<file path="config.mk">
export PLATFORM = sky130hd
export DESIGN_NAME = cft_back
export DESIGN_NICKNAME = d
export VERILOG_FILES = /design/src/rtl/cft_pkg.sv /design/src/rtl/cft_back.sv
export SDC_FILE = /design/constraint.sdc
export NUM_CORES = 1
export LEC_CHECK = 0
export ABC_CLOCK_PERIOD_IN_PS = 13690
export BUFFER_PORTS_ARGS = -buffer_cell sky130_fd_sc_hd__buf_2
export CORE_AREA = 2 2 207 209
export DETAILED_ROUTE_END_ITERATION = 8
export DIE_AREA = 0 0 209 211
export GPL_ROUTABILITY_DRIVEN = 0
export PLACE_DENSITY_LB_ADDON = 0.25
export SLEW_MARGIN = 20
export SYNTH_ARGS = -nofsm -noshare
export SYNTH_HDL_FRONTEND = slang
export SYNTH_SLANG_ARGS = --single-unit
export TNS_END_PERCENT = 30
</file>
<file path="constraint.sdc">
create_clock -name i_clk -period 13.69 [get_ports i_clk]
set_clock_uncertainty 0.1 [all_clocks]
set_input_delay 2.738 -clock i_clk [delete_from_list [all_inputs] [get_ports i_clk]]
set_output_delay 2.738 -clock i_clk [all_outputs]
set_load 0.02 [all_outputs]
</file>
<file path="src/rtl/cft_pkg.sv">
`timescale 1ns / 1ps
// ----------------------------------------------------------------------------
// cft_pkg: shared types, character codes and helpers of the CSV tokenizer
// Holds the item types of both channels, the command that travels from the
// front part to the back part, and the digit decoder of the numeric parser.
// ----------------------------------------------------------------------------
package cft_pkg;

    // Depth of the command queue between the front and back parts.
    localparam int QUEUE_DEPTH = 4;

    // Decimal text of a 32-bit magnitude has at most ten digits.
    localparam int MAX_DIGITS = 10;
    localparam int NDIG_W     = $clog2(MAX_DIGITS + 1);
    localparam int DIGITS_W   = 4 * MAX_DIGITS;

    // Division by ten as multiply by reciprocal and shift.
    localparam logic [31:0] DIV10_MAGIC = 32'hCCCC_CCCD;
    localparam int          DIV10_SHIFT = 35;
    localparam int          QUOT_W      = 64 - DIV10_SHIFT;

    // Largest magnitude accepted while digits accumulate.
    localparam logic [35:0] ACC_LIMIT   = 36'h0_8000_0000;
    localparam logic [31:0] POS_MAX     = 32'h7FFF_FFFF;

    // Character codes.
    localparam logic [7:0] CH_COMMA = 8'h2C;
    localparam logic [7:0] CH_SEMI  = 8'h3B;
    localparam logic [7:0] CH_BS    = 8'h08;
    localparam logic [7:0] CH_QUOTE = 8'h22;
    localparam logic [7:0] CH_AMP   = 8'h26;
    localparam logic [7:0] CH_SPACE = 8'h20;
    localparam logic [7:0] CH_TAB   = 8'h09;
    localparam logic [7:0] CH_CR    = 8'h0D;
    localparam logic [7:0] CH_PLUS  = 8'h2B;
    localparam logic [7:0] CH_MINUS = 8'h2D;
    localparam logic [7:0] CH_0     = 8'h30;
    localparam logic [7:0] CH_9     = 8'h39;
    localparam logic [7:0] CH_LA    = 8'h61;
    localparam logic [7:0] CH_LF_   = 8'h66;
    localparam logic [7:0] CH_UA    = 8'h41;
    localparam logic [7:0] CH_UF    = 8'h46;
    localparam logic [7:0] CH_LH    = 8'h68;
    localparam logic [7:0] CH_UH    = 8'h48;
    localparam logic [7:0] CH_LO    = 8'h6F;
    localparam logic [7:0] CH_UO    = 8'h4F;
    localparam logic [7:0] CH_LB    = 8'h62;
    localparam logic [7:0] CH_UB    = 8'h42;
    localparam logic [7:0] CH_LX    = 8'h78;
    localparam logic [7:0] CH_UX    = 8'h58;

    // Parse modes.
    localparam logic [1:0] MODE_PLAIN  = 2'd0;
    localparam logic [1:0] MODE_QUOTED = 2'd1;
    localparam logic [1:0] MODE_QQ     = 2'd2;

    // Numeric parser phases.
    localparam logic [2:0] PH_NONE   = 3'd0;
    localparam logic [2:0] PH_AMP    = 3'd1;
    localparam logic [2:0] PH_LEAD   = 3'd2;
    localparam logic [2:0] PH_SIGNED = 3'd3;
    localparam logic [2:0] PH_ZERO   = 3'd4;
    localparam logic [2:0] PH_XPREF  = 3'd5;
    localparam logic [2:0] PH_DIGITS = 3'd6;
    localparam logic [2:0] PH_STOP   = 3'd7;

    // Number bases.
    localparam logic [1:0] BASE_HEX = 2'd0;
    localparam logic [1:0] BASE_OCT = 2'd1;
    localparam logic [1:0] BASE_BIN = 2'd2;

    typedef struct packed {
        logic       req_type;
        logic [7:0] in_char;
    } t_in_item;

    typedef struct packed {
        logic       has_char;
        logic [7:0] out_char;
        logic       field_end;
        logic       line_end;
    } t_out_item;

    // One command per accepted beat at most: a ready result or a number.
    typedef struct packed {
        logic        is_num;
        logic        has_char;
        logic [7:0]  out_char;
        logic        field_end;
        logic        line_end;
        logic        minus;
        logic [31:0] mag;
    } t_cmd;

    typedef struct packed {
        logic       ok;
        logic [3:0] val;
    } t_digit;

    // White space as the numeric reader skips it.
    function automatic logic is_ws(input logic [7:0] b);
        return (b == CH_SPACE) || (b >= CH_TAB && b <= CH_CR);
    endfunction

    // Digit value of a byte in the given base.
    function automatic t_digit digit_of(input logic [7:0] b, input logic [1:0] base);
        t_digit r;
        r.ok  = 1'b0;
        r.val = 4'd0;
        if (b >= CH_0 && b <= CH_9) begin
            r.ok  = 1'b1;
            r.val = 4'(b - CH_0);
        end else if (b >= CH_LA && b <= CH_LF_) begin
            r.ok  = 1'b1;
            r.val = 4'(b - CH_LA + 8'd10);
        end else if (b >= CH_UA && b <= CH_UF) begin
            r.ok  = 1'b1;
            r.val = 4'(b - CH_UA + 8'd10);
        end
        if (base == BASE_OCT && r.val >= 4'd8) begin
            r.ok = 1'b0;
        end else if (base == BASE_BIN && r.val >= 4'd2) begin
            r.ok = 1'b0;
        end
        if (!r.ok) begin
            r.val = 4'd0;
        end
        return r;
    endfunction

endpackage

</file>
<file path="src/rtl/cft_back.sv">
`timescale 1ns / 1ps
// ----------------------------------------------------------------------------
// cft_back: result emitter
// Sends text results straight to the output register and turns numeric
// commands into decimal text, one digit per divide step.
// ----------------------------------------------------------------------------
module cft_back (
    input  logic               i_clk,
    input  logic               i_rst_n,
    input  logic               i_empty,
    input  cft_pkg::t_cmd      i_cmd,
    output logic               o_pop,
    output logic               o_valid,
    output cft_pkg::t_out_item o_item,
    input  logic               i_ready
);

    localparam logic [1:0] ST_IDLE = 2'd0;
    localparam logic [1:0] ST_DIV  = 2'd1;
    localparam logic [1:0] ST_REM  = 2'd2;
    localparam logic [1:0] ST_EMIT = 2'd3;

    logic [1:0]                     r_state,     n_state;
    cft_pkg::t_out_item             r_out,       n_out;
    logic                           r_out_valid, n_out_valid;
    logic [31:0]                    r_mag,       n_mag;
    logic [cft_pkg::QUOT_W-1:0]     r_q,         n_q;
    logic                           r_minus,     n_minus;
    logic                           r_le,        n_le;
    logic [cft_pkg::NDIG_W-1:0]     r_ndig,      n_ndig;
    logic [cft_pkg::DIGITS_W-1:0]   r_digits,    n_digits;

    logic        out_free;
    logic [63:0] prod;
    logic [31:0] rem;
    logic        last;

    assign o_valid  = r_out_valid;
    assign o_item   = r_out;
    assign out_free = !r_out_valid || i_ready;

    // Quotient by ten and the remainder that goes with it.
    assign prod = {32'd0, r_mag} * {32'd0, cft_pkg::DIV10_MAGIC};
    assign rem  = r_mag - ({r_q, 3'd0} + {2'd0, r_q, 1'd0});
    assign last = (r_ndig == cft_pkg::NDIG_W'(1));

    // Sequencer.
    always_comb begin
        n_state     = r_state;
        n_out       = r_out;
        n_out_valid = r_out_valid && !i_ready;
        n_mag       = r_mag;
        n_q         = r_q;
        n_minus     = r_minus;
        n_le        = r_le;
        n_ndig      = r_ndig;
        n_digits    = r_digits;
        o_pop       = 1'b0;

        unique case (r_state)
            ST_IDLE: begin
                if (!i_empty && out_free) begin
                    o_pop = 1'b1;
                    if (i_cmd.is_num) begin
                        n_mag    = i_cmd.mag;
                        n_minus  = i_cmd.minus;
                        n_le     = i_cmd.line_end;
                        n_ndig   = '0;
                        n_digits = '0;
                        n_state  = ST_DIV;
                    end else begin
                        n_out.has_char  = i_cmd.has_char;
                        n_out.out_char  = i_cmd.out_char;
                        n_out.field_end = i_cmd.field_end;
                        n_out.line_end  = i_cmd.line_end;
                        n_out_valid     = 1'b1;
                    end
                end
            end
            ST_DIV: begin
                n_q     = prod[63:cft_pkg::DIV10_SHIFT];
                n_state = ST_REM;
            end
            ST_REM: begin
                // Newest digit enters at the bottom; the top digit ends there.
                n_digits = {r_digits[cft_pkg::DIGITS_W-5:0], rem[3:0]};
                n_ndig   = r_ndig + 1'b1;
                n_mag    = 32'(r_q);
                n_state  = (r_q == '0) ? ST_EMIT : ST_DIV;
            end
            ST_EMIT: begin
                if (out_free) begin
                    n_out_valid = 1'b1;
                    if (r_minus) begin
                        n_out.has_char  = 1'b1;
                        n_out.out_char  = cft_pkg::CH_MINUS;
                        n_out.field_end = 1'b0;
                        n_out.line_end  = 1'b0;
                        n_minus         = 1'b0;
                    end else begin
                        n_out.has_char  = 1'b1;
                        n_out.out_char  = cft_pkg::CH_0 + {4'd0, r_digits[3:0]};
                        n_out.field_end = last;
                        n_out.line_end  = r_le && last;
                        n_digits        = r_digits >> 4;
                        n_ndig          = r_ndig - 1'b1;
                        if (last) begin
                            n_state = ST_IDLE;
                        end
                    end
                end
            end
            default: begin
                n_state = ST_IDLE;
            end
        endcase
    end

    // Control registers.
    always_ff @(posedge i_clk) begin
        if (!i_rst_n) begin
            r_state     <= ST_IDLE;
            r_out_valid <= 1'b0;
        end else begin
            r_state     <= n_state;
            r_out_valid <= n_out_valid;
        end
    end

    // Payload and conversion registers.
    always_ff @(posedge i_clk) begin
        r_out    <= n_out;
        r_mag    <= n_mag;
        r_q      <= n_q;
        r_minus  <= n_minus;
        r_le     <= n_le;
        r_ndig   <= n_ndig;
        r_digits <= n_digits;
    end

endmodule

</file>
## After elaboration in Yosys (flattened, before gate mapping)

Cells that the tools add are included.

- Latch bits: 0
- RAM bits: 0
- Word-level logic and storage cells: 81
- Register bits: 121
- Memories: 0
- Input port bits: 49
- ROM bits: 0
- Output and inout bits: 13

- Multipliers: 1
- Reductions and logical operators: 18
- Add/sub/neg operators: 5
- Div/mod/pow operators: 0
- Shift-type cells: 0
- Bitwise logic cells: 0
- Muxes and demuxes: 35
- Equality and inequality tests: 10
- $lt $le $gt $ge: 0

Operators with widths:

| operator | count |
|---|---|
| $mux 40 | 4 |
| $pmux 40 s3 | 1 |
| $mul 32x32->64 const B | 1 |
| $mux 32 | 2 |
| $pmux 32 s2 | 1 |
| $mux 11 | 3 |
| $logic_not 29->1 | 1 |
| $pmux 11 s2 | 1 |
| $mux 4 | 4 |
| $mux 2 | 6 |
| $ne 2x2->1 const B | 6 |
| $pmux 4 s3 | 1 |
| $reduce_and 5->1 | 2 |
| $mux 9 | 1 |
| $mux 1 | 8 |
| $pmux 2 s4 | 1 |
| $reduce_and 4->1 | 2 |
| $add 6x4->7 const A | 1 |
| $reduce_and 3->1 | 2 |
| $add 4x1->4 const B | 1 |
| $add 4x4->4 | 1 |
| $eq 2x2->1 const B | 2 |
| $eq 4x1->1 const B | 1 |
| $pmux 1 s2 | 2 |
| other kinds (9) | 14 |

## Logic depth before layout (Yosys ltp)

- Word-level depth: 5
- Gate-level depth with buffers: 25
- Mapped depth without buffers: 24

## Least setup slack after synthesis

No wires, ideal clock.

- Path kind: flip-flop to flip-flop
- From: register r_mag[20]
- To: register r_q[22] (netlist bit) (data pin)
- Period minus slack after synthesis: 7.071 ns
- Setup slack: 6.619 ns
- Required time: 13.327 ns
- Buffers on the path: 0
- Stages on the path, launching flop included: 25
- Arrival: 6.707 ns
- Path through: edfxtp_1 -> ha_1 -> inv_1 -> fa_1 -> inv_1 -> fa_1 -> inv_1 -> fa_1 -> inv_1 -> fa_1 -> fa_1 -> fa_1 -> inv_1 -> fa_1 -> inv_1 -> ha_1 -> and4_4 -> nand4_2 -> a2111o_1 -> a31o_1 -> a41o_1 -> o211ai_2 -> a41o_2 -> mux2i_1 -> nand3b_1

- Word-level cells in the longest chain between the ends: 1

RTL lines:

| what | RTL line | RTL |
|---|---|---|
| start, declared | cft_back.sv:26 | `logic [31:0] r_mag, n_mag;` |
| start signal, assigned | cft_back.sv:133 | `r_mag <= n_mag;` |
| $mul 32x32->64 | cft_back.sv:43 | `assign prod = {32'd0, r_mag} * {32'd0, cft_pkg::DIV10_MAGIC};` |
| via prod[57] | cft_back.sv:34 | `logic [63:0] prod;` |
| end signal, assigned | cft_back.sv:134 | `r_q <= n_q;` |
| end, declared | cft_back.sv:27 | `logic [cft_pkg::QUOT_W-1:0] r_q, n_q;` |

The timed path passes the listed nets, and every way through them passes these cells.
A chain may end at the register's enable or synchronous reset.

## Worst setup path in the final report

- From: register r_mag[19]
- To: register r_q[22] (netlist bit) (data pin)

Same word-level chain as after synthesis.

==> key figures <==
Outcome
  – Status: complete, no violations

Timing
  – Fmax: 0.119 GHz
  – Setup violations, final: 0
  – Fin. Hold Viols: 0
  – Crit path time final: 8410 ps
  – Final period utilization: 61.4%
  – Max-slew headroom: 45.1%
  – Max Slew Vio Count: 0
  – Worst-Margin Slew: 823 ps
  – RSZ-0062 raised after global routing: false
  – Sum Neg Setup Slack: 0 ps

Clock tree
  – Total clock sinks: 121
  – Cts bufs inserted: 17
  – # resized after CTS: 0
  – CTS tree: built
  – Clk slew on worst S/H paths: 60 ps
  – CTS Hold Buffers Added: 0
  – H-tree depth: 4
  – Clock root buffer: clkbuf_16
  – CTS max path bufs: 2
  – Clk Latency, worst-skew pair: 430 ps
  – Setup bufs post-CTS: 0

Logic synthesis
  – Top area cells in the synthesized netlist: fa_1 (36%), ha_1 (21%), edfxtp_1 (16%), inv_1 (9.5%), xor2_1 (1.8%)
  – Seq cells post-synth: 121
  – Cells after synthesis: 1974
  – Synth unique cells: 61
  – Yosys top cell area share: 35.9%
  – Ys flop type: edfxtp_1
  – EDFF count, synth: 118
  – Async SR Flop Fraction: 0%
  – Post-synth top area cell: fa_1
  – Syn nets: 2764
  – Mapped Avg Cell Area: 10.9 µm²
  – Mapped cell area: 0.0215 mm²
  – Ys Warns: 0
  – Seq/Total Area, Yosys: 16.7%

Route
  – DRC errors left: 0
  – Metal2 WL: 29.0 mm
  – Antenna-violating nets left: 0
  – Routed via count: 14500
  – Vias/cell: 5.62
  – Highest routed layer: met4
  – Total wire length: 59.7 mm
  – DR pass1 iterations: 7
  – WL met1: 24.6 mm
  – Detailed Route Iter0 Violations: 1363
  – Wire per inst: 23.1 µm
  – Met3 wire length: 3.51 mm

Die
  – # IOs: 62
  – Core area: 0.0418 mm²
  – DIE WIDTH: 209 µm
  – DIE HEIGHT: 211 µm
  – Total die area: 0.0441 mm²
  – Row count: 75
  – Initial cell density of the core: 51.6%

Layout
  – Layout cell share with drive strength beyond 1: 6.89%
  – Area of the multi-input gates: 0.0158 mm²
  – Register Area: 0.00360 mm²
  – Fillcell total: 3669
  – Number of nets in the layout: 2823
  – Area growth from synthesis to layout: 7.17%
  – Antenna Cells: 0

Global routing
  – Overall Global Routing Usage: 28.2%
  – First-pass GRT wire length: 92.0 mm
  – Pin count of the biggest net entering global routing: 76
  – GR Overflow Total: 0
  – Initial antenna violation count: 0
  – Vias in the first global route: 15600

Job
  – Max capacitance violation total: 0

Hold path
  – Class of the worst hold path: flip-flop to flip-flop

Placement
  – I/O Buffers: 61
  – HPWL after DPL: 52.4 mm

Worst setup path
  – Crit start category: flip-flop
  – Critical Path Fanout Max: 5
  – Critical path endpoint category: flip-flop
  – Crit path kind: flip-flop to flip-flop
  – Arrival @ worst endpoint: 8480 ps
  – Req. time, crit path: 13760 ps
-- final timing paths --
path,start,to,slack (ps),cells after the start
min,r_digits[38],r_digits[34],450,1
max,r_mag[19],r_q[22],5280,24
max reg2reg,r_mag[19],r_q[22],5280,24
min reg2reg,r_digits[38],r_digits[34],450,1
-- worst max-delay path: stages, from the launching register on --
cell and delay (ps):
edfxtp_1 600, ha_1 660, inv_1 170, fa_1 510
inv_1 60, fa_1 520, inv_1 80, fa_1 510
inv_1 60, fa_1 550, fa_1 470, fa_1 530
inv_1 70, fa_1 500, inv_1 40, ha_1 350
and4_4 350, nand4_2 200, a2111o_1 400, a31o_1 260
a41o_1 380, o211ai_2 270, a41o_2 290, mux2i_1 80
nand3b_1 140
-- cell usage in the layout (no fill, tap or decap), types with 32 or more instances in the layout --
master,count
inv_1,546
fa_1,386
ha_1,353
edfxtp_1,118
buf_2,61
a21oi_1,60
nand2_1,57
xor2_1,44
nor2_1,42
a21o_1,38
xnor2_1,37
o21ai_0,35
a22o_1,32
-- cells by family after synthesis --
kind of cell / share of synthesized area, %
AOI/OAI and AO/OA: 7.05
adders and majority gates: 56.5
buffers and inverters: 9.95
and+or+nand+nor: 4.75
muxes: 1.75
DFF: 16.7
xor gates and xnor gates: 3.29
-- cells in the mapped netlist, types with 3 or more instances --
library cell    n
inv_1         546
fa_1          386
ha_1          355
edfxtp_1      118
a21oi_1        61
nand2_1        57
nor2_1         44
xor2_1         44
a21o_1         38
xnor2_1        37
o21ai_0        35
a22o_1         32
mux2_2         30
clkbuf_1       19
and2_1         18
nand3_1        15
nor2b_1        15
nand4_1        13
nor4_1          9
o21a_1          9
nor3_1          7
a211oi_1        6
and3_1          5
buf_1           5
o211ai_1        5
a221oi_1        4
mux2i_1         4
o21bai_1        4
a31oi_1         3
and4_1          3
dfxtp_1         3
or2_2           3
-- layer usage --
metal | up-vias | GRT usage [%]
met1 | 7431 | 37.3
met3 | 128 | 3.81
met2 | 521 | 47.3
met5 | - | 0
met4 | 0 | 11.5
li1 | 6445 | -
-- area by class of cell --
class | instances | share of cell area, %
Clock buffer | 17 | 1.84
Inverter | 546 | 8.88
Sequential cell | 121 | 15.6
Timing Repair Buffer | 65 | 1.45
Multi-Input combinational cell | 1282 | 68.5
Clock inverter | 15 | 0.759
Tap cell | 539 | 2.92
-- state kept, by name (all words and copies together), names as in the netlist --
signal,count
o_item,11
o_valid,1
r_digits,40
r_le,1
r_mag,32
r_minus,1
r_ndig,4
r_q,29
r_state,2
-- metrics by stage --
step	std cells	utilization, %	cell area, µm²	hold slack [ps]	setup WS [ps]
4_1_cts	2585	55.3	23100	448	5260
3_3_place_gp	2553	53.8	22500	428	5370
2_1_floorplan	1974	-	21500	397	6620
5_1_grt	2585	55.3	23100	468	4930
3_5_place_dp	2553	53.8	22500	437	5270
6_report	2585	55.3	23100	448	5280
Power is not shown: default switching activity piles up to over one toggle a cycle in this logic, so the estimate is an artifact.
