[config.mk]
export PLATFORM = sky130hd
export DESIGN_NAME = cft_fifo
export DESIGN_NICKNAME = d
export VERILOG_FILES = /design/src/rtl/cft_pkg.sv /design/src/rtl/cft_fifo.sv
export SDC_FILE = /design/constraint.sdc
export NUM_CORES = 1
export LEC_CHECK = 0
export BUFFER_PORTS_ARGS = -buffer_cell sky130_fd_sc_hd__buf_2
export CORE_ASPECT_RATIO = 0.7
export CORE_UTILIZATION = 50
export CTS_CLUSTER_DIAMETER = 100
export DETAILED_ROUTE_END_ITERATION = 10
export PLACE_DENSITY = 0.71
export SLEW_MARGIN = 20
export SYNTH_ARGS = -nofsm -noshare
export SYNTH_HDL_FRONTEND = slang
export SYNTH_SLANG_ARGS = --single-unit
[constraint.sdc]
create_clock -name i_clk -period 2.8 [get_ports i_clk]
set_clock_uncertainty 0.1 [all_clocks]
set_input_delay 0.28 -clock i_clk [delete_from_list [all_inputs] [get_ports i_clk]]
set_output_delay 0.28 -clock i_clk [all_outputs]
set_load 0.01 [all_outputs]
[src/rtl/cft_pkg.sv]
`timescale 1ns / 1ps
// ----------------------------------------------------------------------------
// cft_pkg: shared types, character codes and helpers of the CSV tokenizer
// Holds the item types of both channels, the command that travels from the
// front part to the back part, and the digit decoder of the numeric parser.
// ----------------------------------------------------------------------------
package cft_pkg;

    // Depth of the command queue between the front and back parts.
    localparam int QUEUE_DEPTH = 4;

    // Decimal text of a 32-bit magnitude has at most ten digits.
    localparam int MAX_DIGITS = 10;
    localparam int NDIG_W     = $clog2(MAX_DIGITS + 1);
    localparam int DIGITS_W   = 4 * MAX_DIGITS;

    // Division by ten as multiply by reciprocal and shift.
    localparam logic [31:0] DIV10_MAGIC = 32'hCCCC_CCCD;
    localparam int          DIV10_SHIFT = 35;
    localparam int          QUOT_W      = 64 - DIV10_SHIFT;

    // Largest magnitude accepted while digits accumulate.
    localparam logic [35:0] ACC_LIMIT   = 36'h0_8000_0000;
    localparam logic [31:0] POS_MAX     = 32'h7FFF_FFFF;

    // Character codes.
    localparam logic [7:0] CH_COMMA = 8'h2C;
    localparam logic [7:0] CH_SEMI  = 8'h3B;
    localparam logic [7:0] CH_BS    = 8'h08;
    localparam logic [7:0] CH_QUOTE = 8'h22;
    localparam logic [7:0] CH_AMP   = 8'h26;
    localparam logic [7:0] CH_SPACE = 8'h20;
    localparam logic [7:0] CH_TAB   = 8'h09;
    localparam logic [7:0] CH_CR    = 8'h0D;
    localparam logic [7:0] CH_PLUS  = 8'h2B;
    localparam logic [7:0] CH_MINUS = 8'h2D;
    localparam logic [7:0] CH_0     = 8'h30;
    localparam logic [7:0] CH_9     = 8'h39;
    localparam logic [7:0] CH_LA    = 8'h61;
    localparam logic [7:0] CH_LF_   = 8'h66;
    localparam logic [7:0] CH_UA    = 8'h41;
    localparam logic [7:0] CH_UF    = 8'h46;
    localparam logic [7:0] CH_LH    = 8'h68;
    localparam logic [7:0] CH_UH    = 8'h48;
    localparam logic [7:0] CH_LO    = 8'h6F;
    localparam logic [7:0] CH_UO    = 8'h4F;
    localparam logic [7:0] CH_LB    = 8'h62;
    localparam logic [7:0] CH_UB    = 8'h42;
    localparam logic [7:0] CH_LX    = 8'h78;
    localparam logic [7:0] CH_UX    = 8'h58;

    // Parse modes.
    localparam logic [1:0] MODE_PLAIN  = 2'd0;
    localparam logic [1:0] MODE_QUOTED = 2'd1;
    localparam logic [1:0] MODE_QQ     = 2'd2;

    // Numeric parser phases.
    localparam logic [2:0] PH_NONE   = 3'd0;
    localparam logic [2:0] PH_AMP    = 3'd1;
    localparam logic [2:0] PH_LEAD   = 3'd2;
    localparam logic [2:0] PH_SIGNED = 3'd3;
    localparam logic [2:0] PH_ZERO   = 3'd4;
    localparam logic [2:0] PH_XPREF  = 3'd5;
    localparam logic [2:0] PH_DIGITS = 3'd6;
    localparam logic [2:0] PH_STOP   = 3'd7;

    // Number bases.
    localparam logic [1:0] BASE_HEX = 2'd0;
    localparam logic [1:0] BASE_OCT = 2'd1;
    localparam logic [1:0] BASE_BIN = 2'd2;

    typedef struct packed {
        logic       req_type;
        logic [7:0] in_char;
    } t_in_item;

    typedef struct packed {
        logic       has_char;
        logic [7:0] out_char;
        logic       field_end;
        logic       line_end;
    } t_out_item;

    // One command per accepted beat at most: a ready result or a number.
    typedef struct packed {
        logic        is_num;
        logic        has_char;
        logic [7:0]  out_char;
        logic        field_end;
        logic        line_end;
        logic        minus;
        logic [31:0] mag;
    } t_cmd;

    typedef struct packed {
        logic       ok;
        logic [3:0] val;
    } t_digit;

    // White space as the numeric reader skips it.
    function automatic logic is_ws(input logic [7:0] b);
        return (b == CH_SPACE) || (b >= CH_TAB && b <= CH_CR);
    endfunction

    // Digit value of a byte in the given base.
    function automatic t_digit digit_of(input logic [7:0] b, input logic [1:0] base);
        t_digit r;
        r.ok  = 1'b0;
        r.val = 4'd0;
        if (b >= CH_0 && b <= CH_9) begin
            r.ok  = 1'b1;
            r.val = 4'(b - CH_0);
        end else if (b >= CH_LA && b <= CH_LF_) begin
            r.ok  = 1'b1;
            r.val = 4'(b - CH_LA + 8'd10);
        end else if (b >= CH_UA && b <= CH_UF) begin
            r.ok  = 1'b1;
            r.val = 4'(b - CH_UA + 8'd10);
        end
        if (base == BASE_OCT && r.val >= 4'd8) begin
            r.ok = 1'b0;
        end else if (base == BASE_BIN && r.val >= 4'd2) begin
            r.ok = 1'b0;
        end
        if (!r.ok) begin
            r.val = 4'd0;
        end
        return r;
    endfunction

endpackage

[src/rtl/cft_fifo.sv]
`timescale 1ns / 1ps
// ----------------------------------------------------------------------------
// cft_fifo: command queue
// Short first-in first-out queue of commands between the front and back parts.
// ----------------------------------------------------------------------------
module cft_fifo #(
    parameter int DEPTH = cft_pkg::QUEUE_DEPTH
) (
    input  logic          i_clk,
    input  logic          i_rst_n,
    input  logic          i_push,
    input  cft_pkg::t_cmd i_push_cmd,
    output logic          o_full,
    input  logic          i_pop,
    output cft_pkg::t_cmd o_pop_cmd,
    output logic          o_empty
);

    localparam int PTR_W = (DEPTH > 1) ? $clog2(DEPTH) : 1;
    localparam int CNT_W = $clog2(DEPTH + 1);

    cft_pkg::t_cmd    r_mem [DEPTH];
    logic [PTR_W-1:0] r_wr_ptr, n_wr_ptr;
    logic [PTR_W-1:0] r_rd_ptr, n_rd_ptr;
    logic [CNT_W-1:0] r_count,  n_count;
    logic             wr_en;
    logic             rd_en;

    assign o_full    = (r_count == CNT_W'(DEPTH));
    assign o_empty   = (r_count == '0);
    assign o_pop_cmd = r_mem[r_rd_ptr];
    assign wr_en     = i_push && !o_full;
    assign rd_en     = i_pop && !o_empty;

    // Pointer and fill count update.
    always_comb begin
        n_wr_ptr = r_wr_ptr;
        n_rd_ptr = r_rd_ptr;
        n_count  = r_count;
        if (wr_en) begin
            n_wr_ptr = (r_wr_ptr == PTR_W'(DEPTH - 1)) ? '0 : r_wr_ptr + 1'b1;
        end
        if (rd_en) begin
            n_rd_ptr = (r_rd_ptr == PTR_W'(DEPTH - 1)) ? '0 : r_rd_ptr + 1'b1;
        end
        if (wr_en && !rd_en) begin
            n_count = r_count + 1'b1;
        end else if (rd_en && !wr_en) begin
            n_count = r_count - 1'b1;
        end
    end

    // Storage.
    always_ff @(posedge i_clk) begin
        if (wr_en) begin
            r_mem[r_wr_ptr] <= i_push_cmd;
        end
    end

    // Control registers.
    always_ff @(posedge i_clk) begin
        if (!i_rst_n) begin
            r_wr_ptr <= '0;
            r_rd_ptr <= '0;
            r_count  <= '0;
        end else begin
            r_wr_ptr <= n_wr_ptr;
            r_rd_ptr <= n_rd_ptr;
            r_count  <= n_count;
        end
    end

endmodule

# After elaboration in Yosys (flattened, before gate mapping)
# Memories as Yosys holds them, arrays and structs flattened. A register that Yosys moved wholly into a read port is not among the register bits.
# Index checks and enable logic that the tools add are counted.
[word_totals]
register_bits = 7
mem_bits_ro = 0
input_bits = 49
wordCells = 29
ramBits = 180
latch_bits = 0
mem_count = 1
[op_classes]
n_eq_ne = 3
n_reduce_logical = 10
mux = 8
n_mul = 0
shift = 0
div = 0
n_lt_le_gt_ge = 0
bitwise_logic = 0
addsub = 4
[mem_list]
columns = ["memory", "words", "width", "rd", "rd_clocked_by_memory_dff", "wr", "line", "text"]
rows = [
  ["r_mem", 4, 45, 1, 1, 1, "cft_fifo.sv:22", "cft_pkg::t_cmd r_mem [DEPTH];"],
]
[op_table]
columns = ["cell", "count"]
rows = [
  ["$mux 2", 4],
  ["$mux 3", 2],
  ["$add 2x1->2 const B", 2],
  ["$eq 2x2->1 const B", 2],
  ["$logic_and 1x1->1", 4],
  ["$logic_not 1->1", 4],
  ["$add 3x1->3 const B", 1],
  ["$eq 3x3->1 const B", 1],
  ["$logic_not 3->1", 1],
  ["$sub 3x1->3 const B", 1],
  ["$mux 1", 2],
  ["$reduce_bool 2->1", 1],
]

# Logic depth before layout (Yosys ltp)
# Gate-level depths: netlist of run 1.
[logic_depth]
ltp_word = 7
depth_mapped = 9
depth_no_buf = 8

# Worst setup path before layout of run 1
# Ideal clock, no wire load.
[synth_path]
kind = "reg2reg"
startpoint = "reg r_count[0]"
endpoint = "mem r_mem[0][0] (netlist name), enable pin"
setup_slack_ns = 0.410
required_time_ns = 2.293
period_less_slack_ns = 2.390
n_path_buf = 1
stages_incl_launch_ff = 5
arrival_ns = 1.883
setup_ns = 0.407
path_cell_list = "dfxtp_1 nor3b_2 nor2b_1 buf_2 and2_1"
[synth_via]
elab_chain_len = 5
[synth_lines]
columns = ["element", "line", "text"]
rows = [
  ["start: declaration", "cft_fifo.sv:25", "logic [CNT_W-1:0] r_count, n_count;"],
  ["start signal: assignment", "cft_fifo.sv:69", "r_count <= n_count;"],
  ["$eq 3x3->1", "cft_fifo.sv:29", "assign o_full = (r_count == CNT_W'(DEPTH));"],
  ["named net o_full", "cft_fifo.sv:13", "output logic o_full,"],
  ["$logic_not 1->1", "cft_fifo.sv:32", "assign wr_en = i_push && !o_full;"],
  ["$logic_and 1x1->1", "cft_fifo.sv:32", ""],
  ["named net wr_en", "cft_fifo.sv:26", "logic wr_en;"],
  ["$mux 1", "cft_fifo.sv:55", "if (wr_en) begin"],
  ["$mux 1 (implied by the code)", "cft_fifo.sv:56", "r_mem[r_wr_ptr] <= i_push_cmd;"],
  ["end: declaration", "cft_fifo.sv:22", ""],
]
# The timed path passes the listed nets, and every way through them passes these cells.

# Worst setup path in the final report of run 1
[layout_path]
startpoint = "reg r_count[1]"
endpoint = "reg r_count[2]"
[layout_via]
elab_chain_len = 6
[layout_lines]
columns = ["element"]
rows = [
  ["parallel branches: the longest is 6 deep, another holds $sub 3x1->3"],
]
# Several ways; the timed one is not identified. The select of a mux whose other input is x is not followed.
# A chain may end at the register's enable or synchronous reset.

==> flow_summary.yaml, run 1 <==
synthesis:
  yosysTopAreaCell: "edfxtp_1"
  yosys_warnings: 0
  synth_cell_types: 26
  ys_ff_latch: 189
  synth_compound_area_frac: 0.004269
  syn_inst: 286
  synthAdderAreaFrac: 0.01352
  yosysTopAreaCellShare: 0.7684
  syn_area_per_cell_sq_um: 24.60
  muxShareOfSynthArea: 0.1510
  yosysSeqAreaShare: 0.7940
  synth_top_family_by_area: "multiplexers"
  synth-xor-area-share: 0.002490
  syn-cell-area_sq_um: 7034
  synthSimpleGateAreaFrac: 0.01530
  synth_fp_nets: 342
  synth_area_leaders: "edfxtp_1, mux4_2, dfxtp_1"
die:
  io_pins: 96
  core-area_sq_um: 13440
  floorplan.die_area_sq_um: 14550
  dieHeight_um: 101.2
  start_util: 0.5232
  die_w_um: 143.8
  rows: 35
clock_network:
  numCtsBuffers: 17
  clock-sinks: 189
  cts.reportedPaths.clkPinSlew_ns: 0.06
  cts_root_buf: "clkbuf_16"
  postCtsSetupBuffers: 0
  worstSkewPairLatency_ns: 0.42
  clock_path_buffers: 2
  cts_tree: "done"
  cts-htree-levels: 4
setup_path:
  cp_cell_sequence: "o31ai_1 > ha_1 > inv_1 > fa_1 > xor2_1 > or3_1 > a21boi_0"
  crit_required_ns: 3.04
  crit_path_end_kind: "register"
  worstSetupPathType: "register to register"
  start_kind: "register"
  critPathSlowestCell: "o31ai_1"
  crit_path_max_incr_delay_ns: 0.53
  cp_data_arrival_time_ns: 2.70
  cp_max_fo: 5
route:
  remaining_drc_errors: 0
  drt-initial-drc-count: 153
  final_antenna_net_count: 0
  drt_first_pass_iters: 4
  vias: 3376
  wire_per_inst_um: 18.24
  wirelength_um: 11730
  viasPerCell: 5.250
timing:
  max_freq_mhz: 405.9
  worst_slew_pin_slew_ns: 0.5911
  fin_crit_ns: 2.463
  setup_viol: 0
  hold_viol: 0
  period_share: 0.8798
  relSlewSlack: 0.6059
  rsz0062_at_grt: "false"
  drv_slew: 0
  hold_slack_ns: 0.1124
  fin_tns_setup_ns: 0
place:
  dp_hpwl_um: 7110
  gp_congestion: 0.7064
  port_buffers: 95
grt:
  grt_max_degree: 27
  grt_first_pass_wirelength_um: 18280
  grt_antenna_before_repair: 0
  gr-total-overflow: 0
  grt_use_total: 0.1768
  first_global_vias: 3511
finish:
  n_antenna_cell: 0
  drive_above_1_share: 0.4017
  layout_commonest_cell: "edfxtp_1"
  syn_to_final_growth_pct: 24.83
  mostFrequentLayoutCells: "edfxtp_1, buf_2, dlygate4sd3_1"
  multiInputGateArea_sq_um: 1318
  seqCellArea_sq_um: 5590
  nNetsFinal: 502
  fillers: 899
pwr:
  powerDensity_nw_per_um2: 858.9
  leakagePower_nw: 3.030
  ir_worst_vdd_v: 0.0005851
run:
  cap_violations: 0
worst_hold_path:
  hold_class: "input port to register"
run_status:
  status: "finished, final reports clean"
## synth_stat cells
master    instances
a21boi_0          1
and2_1            5
buf_12            4
buf_2             5
buf_6             1
clkbuf_1          1
clkbuf_2          1
dfxtp_1           9
edfxtp_1        180
fa_1              1
ha_1              6
inv_1             3
mux2i_1           3
mux4_1            5
mux4_2           40
nand2_1           6
nand3_1           2
nor2_1            2
nor2b_1           2
nor3_1            1
nor3b_2           1
o21ai_0           3
o31ai_1           1
or3_1             1
xnor2_1           1
xor2_1            1
## critical path: cells and delay by family (launching register included)
kind | cells | cell delay [ns]
AO/OA/AOI/OAI | 2 | 0.72
adder cells (fa/ha/maj) | 2 | 0.67
flip-flops | 1 | 0.36
AND/OR/NAND/NOR | 1 | 0.30
XOR/XNOR | 1 | 0.17
buffers and inverters | 1 | 0.07
## final timing paths
kind	from	endpoint	cells past startpoint	slack (ns)
worst min-delay path	i_rst_n	r_wr_ptr[0]	3	0.11
worst min register to register	r_wr_ptr[1]	r_wr_ptr[1]	2	0.41
worst max-delay path	r_count[1]	r_count[2]	7	0.34
worst max register to register	r_count[1]	r_count[2]	7	0.34
## power by group
part | switching, mW | internal (mW)
combinational | 0.786 | 0.849
clock | 0.985 | 1.32
sequential | 0.160 | 3.45
## stage by stage
step | util | cell area [sq um] | total power, mW | std cells | setup slack, ns
floorplan | - | 7034 | 4.757 | 286 | 0.4100
global placement | 0.5773 | 7761 | 5.246 | 567 | 0.5134
detailed placement | 0.5773 | 7761 | 5.287 | 567 | 0.3020
CTS | 0.6531 | 8781 | 7.641 | 643 | 0.3061
global route | 0.6531 | 8781 | 7.892 | 643 | 0.1498
finish | 0.6531 | 8781 | 7.542 | 643 | 0.3366
## what timing repair did
action | in CTS | in global routing
gates resized for setup | 0 | 0
hold buffers | 45 | 0
setup endpoints to repair | 0 | 0
hold endpoints to repair | 180 | 0
## area by class of cell
class,count,area share
clock buffer,18,0.04887
multi-input combinational,82,0.1500
tap,185,0.02636
timing repair buffer,153,0.1208
clock inverter,13,0.01596
sequential,189,0.6366
inverter,3,0.001282
## metal layers
| layer | track usage | part of all wire |
|---|---|---|
| met1 | 0.2243 | 0.45 |
| met2 | 0.2961 | 0.49 |
| met3 | 0.04208 | 0.046 |
| met4 | 0.07610 | 0.011 |
| met5 | 0 | 0 |
## flip-flops by register name, indices dropped and copies added, names as in the netlist, named ones only
signal / count
r_wr_ptr: 2
r_mem: 180
r_count: 3
r_rd_ptr: 2
## kinds of logic (layout without fill, tap and decap cells)
group,count (synthesis),in the layout
DFF,189,189
muxes,48,48
and+or+nand+nor,20,20
buffers and inverters,15,187
adders and majority gates,7,7
AOI/OAI and AO/OA,5,5
xor gates and xnor gates,2,2
Note: power is estimated with default switching activity, not from simulation.
==> inputs of run 2 (changes only) <==
--- a/config.mk
+++ b/config.mk
@@ -11,6 +11,7 @@
 export CTS_CLUSTER_DIAMETER = 100
 export DETAILED_ROUTE_END_ITERATION = 10
 export PLACE_DENSITY = 0.71
+export REMOVE_ABC_BUFFERS = 1
 export SLEW_MARGIN = 20
 export SYNTH_ARGS = -nofsm -noshare
 export SYNTH_HDL_FRONTEND = slang
==> run 2 against run 1 <==
Against the previous run:
- global-route usage up 0.62 points
- total power shrank 0.17%
- combinational power barely moved
- critical path depth decreased by 4
- die area unchanged
- first-iteration DRC count up 8.5%
- sequential share of layout area grew 0.19 points
- sequential power hardly changed
- critical path type is now register to output port
- critical endpoint is now o_pop_cmd[35]
- largest cell class unchanged
- largest power group unchanged
- highest routed layer unchanged
==> flow_summary.yaml, run 2 (synthesis gave the netlist of run 1 again) <==
run_status:
  status: "finished, final reports clean"
pwr:
  leakagePower_nw: 3.023
  power.net_switching_mw: 1.993
  p_clk_frac: 0.301
  powerDensity_nw_per_um2: 860.0
  internal_power_mw: 5.536
  ir_worst_vdd_v: 0.0005743
  p_comb_frac: 0.221
  p_seq_frac: 0.478
  swShare: 0.2647
finish:
  syn_to_final_growth_pct: 24.46
  mostFrequentLayoutCells: "edfxtp_1, buf_2, dlygate4sd3_1"
  final_util: 0.6512
  fillers: 911
  nNetsFinal: 501
  drive_above_1_share: 0.4039
  largest_reg_flops: 180
  n_antenna_cell: 0
  top_register: "r_mem"
  layout_commonest_cell: "edfxtp_1"
  stdcell_area_sq_um: 8755
  reg.largest.list: "r_mem (180), r_count (3)"
die:
  rows: 35
  io_pins: 96
  floorplan.die_area_sq_um: 14550
  core-area_sq_um: 13440
  start_util: 0.5232
  die_w_um: 143.8
  dieHeight_um: 101.2
clock_network:
  clock_path_buffers: 2
  cts_resized: 0
  numCtsBuffers: 17
  cts-htree-levels: 4
  cts_tree: "done"
  clock-sinks: 189
  cts.reportedPaths.clkPinSlew_ns: 0.07
  ctsHoldBuffers: 45
  postCtsSetupBuffers: 0
  cts_root_buf: "clkbuf_16"
  worstSkewPairLatency_ns: 0.41
setup_path:
  cp_max_fo: 18
  crit_required_ns: 2.42
  start_kind: "register"
  worstSetupPathType: "register to output port"
  cp_data_arrival_time_ns: 2.06
  crit_path_end_kind: "output port"
worst_hold_path:
  hold_class: "input port to register"
route:
  viasPerCell: 5.232
  wire_per_inst_um: 18.83
  vias: 3364
  wirelength_um: 12110
  drt_first_pass_iters: 4
  remaining_drc_errors: 0
  drt-initial-drc-count: 166
  final_antenna_net_count: 0
timing:
  max_freq_mhz: 409.3
  relSlewSlack: 0.6361
  drv_slew: 0
  hold_viol: 0
  period_share: 0.8726
  rsz0062_at_grt: "false"
  worst_slew_pin_slew_ns: 0.5412
  setup_viol: 0
  fin_crit_ns: 2.443
place:
  placed_cell_area_sq_um: 7741
  dp_hpwl_um: 7191
  port_buffers: 95
  gp_congestion: 0.6936
grt:
  grt_max_degree: 46
  grt_antenna_before_repair: 0
  grt_use_total: 0.1830
  grt_first_pass_wirelength_um: 18950
  first_global_vias: 3616
  gr-total-overflow: 0
run:
  cap_violations: 0
[run 2: cell count changes in the layout (fill, tap and decap cells not counted), sizes merged]
cell    delta
inv        +2
buf        -1
bufinv     -1
clkbuf     -1
clkinv     +1
[run 2: metal layers]
metal	wire length, um	track usage	part of all wire
met5	0	0	0
met4	141	0.06137	0.012
met3	716	0.04775	0.059
met2	5931	0.3081	0.49
met1	5319	0.2347	0.44
[run 2: final timing paths]
| path | start | to | slack [ns] | depth (start not counted) |
|---|---|---|---|---|
| worst min register to register | r_rd_ptr[0] | register | 0.43 | 2 |
| worst max register to register | r_count[0] | r_count[2] | 0.36 | 7 |
| worst max-delay path | register | o_pop_cmd[35] | 0.36 | 3 |
| worst min-delay path | i_rst_n | r_count[2] | 0.12 | 2 |
[run 2: area by class of cell]
type	count	area, sq um	area share
sequential	189	5590	0.6386
clock buffer	17	425.4	0.04859
inverter	3	11.26	0.001286
clock inverter	15	137.6	0.01572
timing repair buffer	152	1041	0.1189
tap	185	231.5	0.02644
multi-input combinational	82	1318	0.1505
[run 2: per-stage QoR]
step	setup WS (ns)	hold WS [ns]	std cells	power, mW	setup TNS, ns
6_report	0.3567	0.1159	643	7.529	0
3_5_place_dp	0.3566	0.3967	566	5.312	0
4_1_cts	0.2977	0.1050	643	7.623	0
5_1_grt	0.1916	0.1212	643	7.880	0
3_3_place_gp	0.4757	0.3886	566	5.249	0
2_1_floorplan	-0.2423	0.2789	274	4.641	-8.222
[run 2: worst max-delay path, cell delays in order, from the launching register on]
cell and delay [ns]:
dfxtp_4 0.58, buf_4 0.31, mux4_1 0.59, buf_2 0.16
[run 2: power groups by stage]
| stage | logic, mW | clock network (mW) | registers, mW |
|---|---|---|---|
| 6_report | 1.66 | 2.27 | 3.60 |
| 3_5_place_dp | 1.65 | 0 | 3.67 |
| 5_1_grt | 1.82 | 2.43 | 3.64 |
| 3_3_place_gp | 1.61 | 0 | 3.64 |
| 4_1_cts | 1.70 | 2.32 | 3.61 |
| 2_1_floorplan | 0.929 | 0 | 3.71 |
